===== src/design/bsm_pkg.sv =====
package bsm_pkg;

  localparam logic [1:0] CMD_CPU_WRITE = 2'd0;
  localparam logic [1:0] CMD_CPU_READ  = 2'd1;
  localparam logic [1:0] CMD_VID_READ  = 2'd2;
  localparam logic [1:0] CMD_VID_WRITE = 2'd3;

  localparam logic [1:0] TGT_NONE    = 2'd0;
  localparam logic [1:0] TGT_WRAM    = 2'd1;
  localparam logic [1:0] TGT_PRG_ROM = 2'd2;
  localparam logic [1:0] TGT_PATTERN = 2'd3;

  localparam logic CFG_PRG_BANK_COUNT = 1'b0;
  localparam logic CFG_CHR_BANK_COUNT = 1'b1;

  localparam logic [15:0] ADDR_BANK_SELECT = 16'h8000;
  localparam logic [15:0] ADDR_BANK_DATA   = 16'h8001;
  localparam logic [15:0] ADDR_MIRROR      = 16'hA000;
  localparam logic [15:0] ADDR_RAM_PROTECT = 16'hA001;
  localparam logic [15:0] ADDR_IRQ_LATCH   = 16'hC000;
  localparam logic [15:0] ADDR_IRQ_RELOAD  = 16'hC001;
  localparam logic [15:0] ADDR_IRQ_DISABLE = 16'hE000;
  localparam logic [15:0] ADDR_IRQ_ENABLE  = 16'hE001;
  localparam logic [15:0] ADDR_TICK        = 16'h4000;

  localparam logic [2:0] WRAM_PAGE = 3'b011;
  localparam logic [2:0] PATTERN_PAGE = 3'b000;

  localparam int ChrSlots = 8;
  localparam int PrgSlots = 2;

  typedef struct packed {
    logic [1:0]  command;
    logic [15:0] address;
    logic [7:0]  data;
  } in_item_t;

  typedef struct packed {
    logic [1:0]  target;
    logic [20:0] mem_address;
    logic        mem_write;
    logic        irq;
    logic        mirroring;
  } out_item_t;

  typedef struct packed {
    logic [2:0]                  bank_select;
    logic                        pattern_mode;
    logic                        program_mode;
    logic [ChrSlots-1:0][8:0]    chr_slot;
    logic [PrgSlots-1:0][7:0]    prg_slot;
    logic                        mirror_bit;
    logic                        ram_enable;
    logic [7:0]                  irq_reload;
    logic [7:0]                  irq_count;
    logic                        count_running;
    logic                        irq_enable;
  } bsm_state_t;

  typedef struct packed {
    logic irq;
    logic mirroring;
  } bsm_event_t;

endpackage


===== src/design/bsm_in_if.sv =====
interface bsm_in_if;
  logic                 valid;
  logic                 ready;
  bsm_pkg::in_item_t    item;

  modport source (output valid, output item, input ready);
  modport sink (input valid, input item, output ready);
endinterface


===== src/design/bsm_out_if.sv =====
interface bsm_out_if;
  logic                 valid;
  logic                 ready;
  bsm_pkg::out_item_t   item;

  modport source (output valid, output item, input ready);
  modport sink (input valid, input item, output ready);
endinterface


===== src/design/bsm_state.sv =====
module bsm_state (
  input  logic                clk_i,
  input  logic                rst_ni,
  input  logic                accept_i,
  input  bsm_pkg::in_item_t   item_i,
  output bsm_pkg::bsm_state_t state_o,
  output bsm_pkg::bsm_event_t event_o
);

  localparam bsm_pkg::bsm_state_t StateReset = '{irq_count: 8'd1, default: '0};

  bsm_pkg::bsm_state_t state_q, state_d;
  logic                in_wram;
  logic                irq;

  assign in_wram = (item_i.address[15:13] == bsm_pkg::WRAM_PAGE);

  always_comb begin
    state_d = state_q;
    irq     = 1'b0;
    if (accept_i) begin
      if (item_i.command == bsm_pkg::CMD_CPU_WRITE && !in_wram) begin
        case (item_i.address)
          bsm_pkg::ADDR_BANK_SELECT: begin
            state_d.bank_select  = item_i.data[2:0];
            state_d.pattern_mode = item_i.data[7];
            state_d.program_mode = item_i.data[6];
          end
          bsm_pkg::ADDR_BANK_DATA: begin
            if (state_q.bank_select < 3'd2) begin
              state_d.chr_slot[{state_q.bank_select[1:0], 1'b0}] = {1'b0, item_i.data};
              state_d.chr_slot[{state_q.bank_select[1:0], 1'b1}] =
                {1'b0, item_i.data} + 9'd1;
            end else if (state_q.bank_select < 3'd6) begin
              state_d.chr_slot[state_q.bank_select + 3'd2] = {1'b0, item_i.data};
            end else begin
              state_d.prg_slot[state_q.bank_select[0]] = item_i.data;
            end
          end
          bsm_pkg::ADDR_MIRROR: begin
            state_d.mirror_bit = item_i.data[0];
          end
          bsm_pkg::ADDR_RAM_PROTECT: begin
            state_d.ram_enable = item_i.data[7];
          end
          bsm_pkg::ADDR_IRQ_LATCH: begin
            state_d.irq_reload = item_i.data;
            if (!state_q.count_running) begin
              state_d.irq_count = item_i.data;
            end
          end
          bsm_pkg::ADDR_IRQ_RELOAD: begin
            state_d.irq_count     = state_q.irq_reload;
            state_d.count_running = 1'b0;
          end
          bsm_pkg::ADDR_IRQ_DISABLE: begin
            state_d.irq_enable = 1'b0;
            if (!state_q.count_running) begin
              state_d.irq_count = state_q.irq_reload;
            end
          end
          bsm_pkg::ADDR_IRQ_ENABLE: begin
            state_d.irq_enable = 1'b1;
            if (!state_q.count_running) begin
              state_d.irq_count = state_q.irq_reload;
            end
          end
          default: begin
          end
        endcase
      end else if (item_i.command == bsm_pkg::CMD_VID_WRITE &&
                   item_i.address == bsm_pkg::ADDR_TICK) begin
        state_d.count_running = 1'b1;
        if (state_q.irq_count != 8'd0) begin
          state_d.irq_count = state_q.irq_count - 8'd1;
        end else begin
          state_d.irq_count = state_q.irq_reload;
          if (state_q.irq_enable) begin
            state_d.count_running = 1'b0;
            irq                   = 1'b1;
          end
        end
      end
    end
  end

  always_ff @(posedge clk_i or negedge rst_ni) begin
    if (!rst_ni) begin
      state_q <= StateReset;
    end else begin
      state_q <= state_d;
    end
  end

  assign state_o           = state_q;
  assign event_o.irq       = irq;
  assign event_o.mirroring = ~state_d.mirror_bit;

endmodule


===== src/design/bank_switch_mapper_with_scanline_irq.sv =====
// Throughput: one item per cycle; a two-entry result queue keeps input ready
// while at most one result is stalled at the output.
// Reset: asynchronous and active low; clears all mapper state, sets the
// scanline counter to one and zeroes both bank counts.
module bank_switch_mapper_with_scanline_irq (
  input  logic            clk_i,
  input  logic            rst_ni,
  input  logic            cfg_we_i,
  input  logic            cfg_index_i,
  input  logic [7:0]      cfg_data_i,
  bsm_in_if.sink          in_i,
  bsm_out_if.source       out_o
);

  logic [7:0]          prg_count_q;
  logic [7:0]          chr_count_q;
  logic                accept;
  logic                pop;
  bsm_pkg::bsm_state_t state;
  bsm_pkg::bsm_event_t evt;
  bsm_pkg::out_item_t  result;
  bsm_pkg::out_item_t  head_q;
  bsm_pkg::out_item_t  skid_q;
  logic [1:0]          count_q;

  logic [15:0] addr;
  logic        in_wram;
  logic        in_pattern;
  logic [1:0]  prg_slot;
  logic [7:0]  prg_index;
  logic [2:0]  chr_slot;
  logic [20:0] prg_address;
  logic [20:0] chr_address;

  always_ff @(posedge clk_i or negedge rst_ni) begin
    if (!rst_ni) begin
      prg_count_q <= '0;
      chr_count_q <= '0;
    end else if (cfg_we_i) begin
      case (cfg_index_i)
        bsm_pkg::CFG_PRG_BANK_COUNT: prg_count_q <= cfg_data_i;
        bsm_pkg::CFG_CHR_BANK_COUNT: chr_count_q <= cfg_data_i;
        default: begin
        end
      endcase
    end
  end

  assign accept = in_i.valid && in_i.ready;
  assign pop    = out_o.valid && out_o.ready;

  bsm_state u_state (
    .clk_i    (clk_i),
    .rst_ni   (rst_ni),
    .accept_i (accept),
    .item_i   (in_i.item),
    .state_o  (state),
    .event_o  (evt)
  );

  assign addr       = in_i.item.address;
  assign in_wram    = (addr[15:13] == bsm_pkg::WRAM_PAGE);
  assign in_pattern = (addr[15:13] == bsm_pkg::PATTERN_PAGE);

  always_comb begin
    prg_slot    = addr[14:13];
    prg_slot[1] = addr[14] ^ (state.program_mode & ~addr[13]);
    if (prg_slot[1]) begin
      prg_index = prg_count_q - 8'd2 + {7'd0, prg_slot[0]};
    end else begin
      prg_index = state.prg_slot[prg_slot[0]];
    end
    prg_address = {prg_index, addr[12:0]};
    chr_slot    = addr[12:10] ^ {state.pattern_mode, 2'b00};
    chr_address = {2'b00, state.chr_slot[chr_slot], addr[9:0]};
  end

  always_comb begin
    result.target      = bsm_pkg::TGT_NONE;
    result.mem_address = '0;
    result.mem_write   = 1'b0;
    result.irq         = evt.irq;
    result.mirroring   = evt.mirroring;
    case (in_i.item.command)
      bsm_pkg::CMD_CPU_WRITE: begin
        if (in_wram && state.ram_enable) begin
          result.target      = bsm_pkg::TGT_WRAM;
          result.mem_address = {8'd0, addr[12:0]};
          result.mem_write   = 1'b1;
        end
      end
      bsm_pkg::CMD_CPU_READ: begin
        if (in_wram) begin
          if (state.ram_enable) begin
            result.target      = bsm_pkg::TGT_WRAM;
            result.mem_address = {8'd0, addr[12:0]};
          end
        end else if (addr[15] && prg_count_q != 8'd0) begin
          result.target      = bsm_pkg::TGT_PRG_ROM;
          result.mem_address = prg_address;
        end
      end
      bsm_pkg::CMD_VID_READ: begin
        if (in_pattern) begin
          result.target      = bsm_pkg::TGT_PATTERN;
          result.mem_address = chr_address;
        end
      end
      bsm_pkg::CMD_VID_WRITE: begin
        if (in_pattern && chr_count_q == 8'd0) begin
          result.target      = bsm_pkg::TGT_PATTERN;
          result.mem_address = chr_address;
          result.mem_write   = 1'b1;
        end
      end
      default: begin
      end
    endcase
  end

  always_ff @(posedge clk_i or negedge rst_ni) begin
    if (!rst_ni) begin
      count_q <= '0;
    end else begin
      count_q <= count_q + {1'b0, accept} - {1'b0, pop};
    end
  end

  always_ff @(posedge clk_i) begin
    if ((accept && count_q == 2'd0) || (accept && pop && count_q == 2'd1)) begin
      head_q <= result;
    end else if (pop && count_q == 2'd2) begin
      head_q <= skid_q;
    end
    if (accept && ((count_q == 2'd1 && !pop) || (count_q == 2'd2 && pop))) begin
      skid_q <= result;
    end
  end

  assign in_i.ready  = (count_q != 2'd2);
  assign out_o.valid = (count_q != 2'd0);
  assign out_o.item  = head_q;

endmodule


===== src/flat_wrapper.sv =====
// flat-port wrapper written by rule: the top's interface ports become plain ports
module bank_switch_mapper_with_scanline_irq_flat 
  (clk_i, rst_ni, cfg_we_i, cfg_index_i, cfg_data_i, in_i_valid, in_i_item, in_i_ready, out_o_valid, out_o_item, out_o_ready);
  bsm_in_if in_i_i ();
  bsm_out_if out_o_i ();
  input  logic clk_i;
  input  logic rst_ni;
  input  logic cfg_we_i;
  input  logic cfg_index_i;
  input  logic [7:0] cfg_data_i;
  input wire logic [$bits(in_i_i.valid)-1:0] in_i_valid;
  input wire logic [$bits(in_i_i.item)-1:0] in_i_item;
  output wire logic [$bits(in_i_i.ready)-1:0] in_i_ready;
  output wire logic [$bits(out_o_i.valid)-1:0] out_o_valid;
  output wire logic [$bits(out_o_i.item)-1:0] out_o_item;
  input wire logic [$bits(out_o_i.ready)-1:0] out_o_ready;
  assign in_i_i.valid = in_i_valid;
  assign in_i_i.item = in_i_item;
  assign in_i_ready = in_i_i.ready;
  assign out_o_valid = out_o_i.valid;
  assign out_o_item = out_o_i.item;
  assign out_o_i.ready = out_o_ready;
  bank_switch_mapper_with_scanline_irq u_core (.clk_i(clk_i), .rst_ni(rst_ni), .cfg_we_i(cfg_we_i), .cfg_index_i(cfg_index_i), .cfg_data_i(cfg_data_i), .in_i(in_i_i), .out_o(out_o_i));
endmodule

===== config.mk =====
export PLATFORM = sky130hd
export DESIGN_NAME = bank_switch_mapper_with_scanline_irq_flat
export DESIGN_NICKNAME = d
export VERILOG_FILES = /design/src/design/bsm_pkg.sv /design/src/design/bsm_in_if.sv /design/src/design/bsm_out_if.sv /design/src/design/bsm_state.sv /design/src/design/bank_switch_mapper_with_scanline_irq.sv /design/src/flat_wrapper.sv
export SDC_FILE = /design/constraint.sdc
export NUM_CORES = 1
export LEC_CHECK = 0
export BUFFER_PORTS_ARGS = -buffer_cell sky130_fd_sc_hd__buf_2
export CAP_MARGIN = 10
export CELL_PAD_IN_SITES_DETAIL_PLACEMENT = 0
export CELL_PAD_IN_SITES_GLOBAL_PLACEMENT = 1
export CORE_UTILIZATION = 25
export DETAILED_ROUTE_END_ITERATION = 6
export PLACE_DENSITY_LB_ADDON = 0.15
export SYNTH_ARGS = -nofsm -noshare
export SYNTH_HDL_FRONTEND = slang
export SYNTH_SLANG_ARGS = --single-unit

===== constraint.sdc =====
create_clock -name clk_i -period 9.25 [get_ports clk_i]
set_clock_uncertainty 0.2 [all_clocks]
set_input_delay 2.775 -clock clk_i [delete_from_list [all_inputs] [get_ports clk_i]]
set_output_delay 2.775 -clock clk_i [all_outputs]
set_load 0.03 [all_outputs]

After elaboration in Yosys (flattened, before gate mapping)
Cells that the tools add are included.

Flip-flop bits (word level): 183. Input bits: 40. Word-level logic and storage cells: 172.

Add/subtract/negate cells: 7. Order comparisons: 12. Equal/unequal tests: 20. Mux-type cells: 50. Bitwise logic cells: 8. Reduce and logical (&&, ||, !) cells: 43.

Operators by type and width (number): $bwmux W72 (3); $mux W72 (2); $eq A16 B16 Y1 const B (8); $mux W23 (4); $pmux W23 S4 (1); $mux W8 (8); $mux W9 (6); $mux W26 (2); $demux W9 S2 (2); $bmux W9 S3 (1); $demux W9 S3 (1); $mux W24 (1); $pmux W8 S3 (1); $mux W22 (1); $mux W20 (1); $logic_and A1 B1 Y1 (17); $bwmux W16 (1); $eq A16 B15 Y1 const B (1); $lt A3 B4 Y1 const B (4); $reduce_bool A8 Y1 (2); $reduce_and A3 Y1 (5); $mux W1 (11); $mux W10 (1); $reduce_and A5 Y1 (2); other kinds (34) (54).

Depth between registers and ports, before layout
Depth in word-level cells: 8. Mapped depth: 10. Gate-level depth less buffers: 9.

By module
From an unflattened synthesis, not the netlist that was laid out.

Cells, all modules: 698. Area, all modules: 8878.5 um2.

By module, submodules not included: bsm_state (times used 1, cells an instance 388, area an instance 4835.9 um2, sequential area each 2728.9 um2); bank_switch_mapper_with_scanline_irq (times used 1, cells an instance 310, area an instance 4042.6 um2, sequential area each 2011.9 um2).

Worst setup path before layout
Ideal clock, no wire load.

Path type: input -> register. Start point: input in_i_valid. End point: register u_core.skid_q[0] (netlist bit) (enable). Setup time: 0.484 ns. Arrival: 5.551 ns. Setup slack: 3.015 ns. Stages on the path: 2. Buffers on the path: 0. Cells stage by stage: inv_1 -> nor4b_1.

Longest elaborated chain between the ends: 2.

Ends and longest elaborated chain: from (decl) (line flat_wrapper.sv:11) `input wire logic [$bits(in_i_i.valid)-1:0] in_i_valid;`; $logic_and A1 B1 Y1 (line bank_switch_mapper_with_scanline_irq.sv:49) `assign accept = in_i.valid && in_i.ready;`; $logic_and A1 B1 Y1 (line bank_switch_mapper_with_scanline_irq.sv:135) `if (accept && ((count_q == 2'd1 && !pop) || (count_q == 2'd2 && pop))) begin`; to (signal assigned) (line bank_switch_mapper_with_scanline_irq.sv:136) `skid_q <= result;`; to (decl) (line bank_switch_mapper_with_scanline_irq.sv:23) `bsm_pkg::out_item_t skid_q;`.

Every way passes these cells. A chain may end at the register's enable or synchronous reset.

Final worst setup path
Start point: input in_i_item[18]. End point: register u_core.u_state.state_q, in the netlist u_core.u_state.state_o[63].

Longest elaborated chain between the ends: 2.

Ends and longest elaborated chain: from (decl) (line flat_wrapper.sv:12) `input wire logic [$bits(in_i_i.item)-1:0] in_i_item;`; $eq A16 B16 Y1 (line bsm_state.sv:23) `case (item_i.address)`; $reduce_and A4 Y1 (no source line); to (signal assigned) (line bsm_state.sv:89) `state_q <= StateReset;`; to (signal assigned) (line bsm_state.sv:91) `state_q <= state_d;`; to (decl) (line bsm_state.sv:12) `bsm_pkg::bsm_state_t state_q, state_d;`.

Every way passes these cells.

==> summary.md <==
| Metric | Value |
|---|---|
| Status | finished clean |
| Resize count post-CTS | 0 |
| Worst slew pin tran | 1.19 ns |
| Setup Total Neg Slack | 0 ns |
| Vias in the first global route | 5861 |
| Final wirelength | 22800 um |
| Via count | 5559 |
| Initial antenna violation count | 0 |
| HPWL Detailed | 16000 um |
| RSZ-0062 raised after global routing | no |
| Reg-to-reg setup timing slack | 5.84 ns |
| Cell accounting for the most synthesized area | dfrtp_1 |
| Avg Cell Area, Syn | 13.1 sq um |
| Clock buffer depth | 2 |
| Clk sinks | 179 |
| Clk Latency, worst-skew pair | 0.44 ns |
| Layout Nets | 782 |
| Yosys warning total | 0 |
| Fin crit share | 0.588 |
| Design area | 0.0102 sq mm |
| Reg area | 0.00474 sq mm |
| Peak Freq | 184 MHz |
| I/O pin count | 68 |
| CTS H-tree depth | 4 |
| Largest cells by area after synthesis | dfrtp_1 (36%), edfxtp_1 (18%), mux2_2 (15%) |
| Synth unique cells | 65 |
| Largest net degree at the start of global routing | 69 |
| Multi-input logic area | 0.00383 sq mm |
| Synth top area share | 0.359 |
| Synthesized area | 0.00879 sq mm |
| Crit path launch type | input pin |
| Syn Inst Count | 671 |
| Synthesis-stage register bit count | 179 |
| CTS root buffer | clkbuf_16 |
| HP Class | register to register |
| Net count after synthesis | 724 |
| Top_reg_cell synth | dfrtp_1 |
| DRC | 0 |
| Final global-route overflow total | 0 |
| Max_cap viols | 0 |
| First-pass GRT wire length | 35600 um |
| Initial core utilization | 0.255 |
| Critical path endpoint category | register |
| Die area | 0.0359 sq mm |
| Final ANT Viol Nets | 0 |
| Die H | 190 um |
| WP data required | 9.36 ns |
| Normalized max-slew margin | 0.203 |
| Synth async-reset ratio | 0.709 |
| Final Critical Period | 5.44 ns |
| Critical path type | input pin to register |
| Post-CTS Setup Inserts | 0 |
| Cell area after placement | 0.00959 sq mm |
| Static leakage | 0.00448 uW |
| Tot GR Track Use | 0.133 |
| DR pass1 iterations | 4 |
| Number of enable flip-flop cells after synthesis | 52 |
| IO Port Bufs | 67 |
| Vias per cell | 4.64 |
| Final hold vios | 0 |
| Rows | 68 |
| Cell Pwr Density | 214 mW/mm^2 |
| CP max FO | 19 |
| CTS Hold Bufs | 0 |
| Area delta synth->final | 15.8% |
| FILL cells | 3572 |
| Placer Congestion | 0.771 |
| Initial DRC Count | 328 |
| Max-slew violations | 0 |
| Most frequent cells in the layout | dfrtp_1 (126), mux2_2 (121), buf_2 (66) |
| DR WL/cell | 19.0 um |
| Share of cells above drive strength 1 | 0.350 |
| Part of the Yosys area used for sequential elements | 0.539 |
| Final setup fails | 0 |
| Worst EP arrival | 5.55 ns |
| Inserted Diodes | 0 |
| Most common cell after layout, fill and taps aside | dfrtp_1 |
| Clk slew on worst S/H paths | 0.07 ns |
| TritonCTS Buffers | 17 |
| Core box area | 0.0345 sq mm |
| Die width | 190 um |
| VDD IR max | 0.000111 V |
| TritonCTS clock tree | yes |
-- per-stage QoR --
stage / setup WS, ns / utilization / instances / power, uW / hold slack, ns
2_1_floorplan: 3.01 / - / 671 / 1320 / 0.248
3_3_place_gp: 3.43 / 0.278 / 1164 / 1470 / 0.266
3_5_place_dp: 3.29 / 0.278 / 1164 / 1470 / 0.275
4_1_cts: 3.76 / 0.294 / 1196 / 2210 / 0.296
5_1_grt: 3.58 / 0.295 / 1197 / 2290 / 0.306
6_report: 3.81 / 0.295 / 1197 / 2180 / 0.297
-- logic make-up after synthesis --
family | share of synthesized area
XOR/XNOR | 0.0198
multiplexers | 0.219
AO/OA/AOI/OAI | 0.0612
buffers and inverters | 0.0266
flip-flops | 0.539
AND/OR/NAND/NOR | 0.116
adder cells (fa/ha/maj) | 0.0185
-- critical path, cell delays in order --
cell and delay (ns):
buf_2 0.32, nor4_4 0.43, nor3b_4 0.33, nand4_4 0.22, nor4b_4 1.02, mux2_2 0.43
-- final timing paths --
path                                               end  cells past startpoint                         from
setup / recovery            u_core.u_state.state_o[63]                      6                in_i_item[18]
hold / removal             u_core.u_state.state_o[107]                      1  u_core.u_state.state_o[107]
setup reg to reg                 u_core.out_o.item[24]                      8            u_core.count_q[1]
hold reg to reg            u_core.u_state.state_o[107]                      1  u_core.u_state.state_o[107]
max in group asynchronous        u_core.chr_count_q[4]                      2                       rst_ni
min in group asynchronous   u_core.u_state.state_o[38]                      1                       rst_ni
-- cell usage after synthesis, types with 10 or more instances --
cell,instances
and2_1,13
clkbuf_1,20
dfrtp_1,126
edfxtp_1,52
ha_1,13
inv_1,24
mux2_2,121
mux2i_1,15
nand2_1,51
nor2_1,24
nor3_1,13
o21ai_0,24
xnor2_1,10
-- registers in the layout (all words and copies together) (netlist names) --
register,count
u_core.skid_q,26
u_core.u_state.state_o,109
u_core.prg_count_q,8
u_core.chr_count_q,8
u_core.count_q,2
u_core.out_o.item,26
-- area by class of cell --
type                            instances  share of cell area
Clock buffer                           18              0.0421
Clock inverter                         14              0.0151
Inverter                               24             0.00885
Multi-Input combinational cell        436               0.376
Sequential cell                       179               0.466
Tap cell                              455              0.0559
Timing Repair Buffer                   71              0.0365
-- where the power goes --
group          internal (uW)  total, uW  switching [uW]
clock                    402        729             327
sequential               929        978            48.5
combinational            154        470             316
-- routing by layer --
layer  vias to the layer above  part of all wire  track usage
li1                       2596                 -            -
met1                      2864              0.47        0.174
met2                        83              0.49        0.223
met3                        16             0.032       0.0247
met4                         0            0.0094       0.0344
met5                         -                 0            0
(Power assumes the default switching activity.)
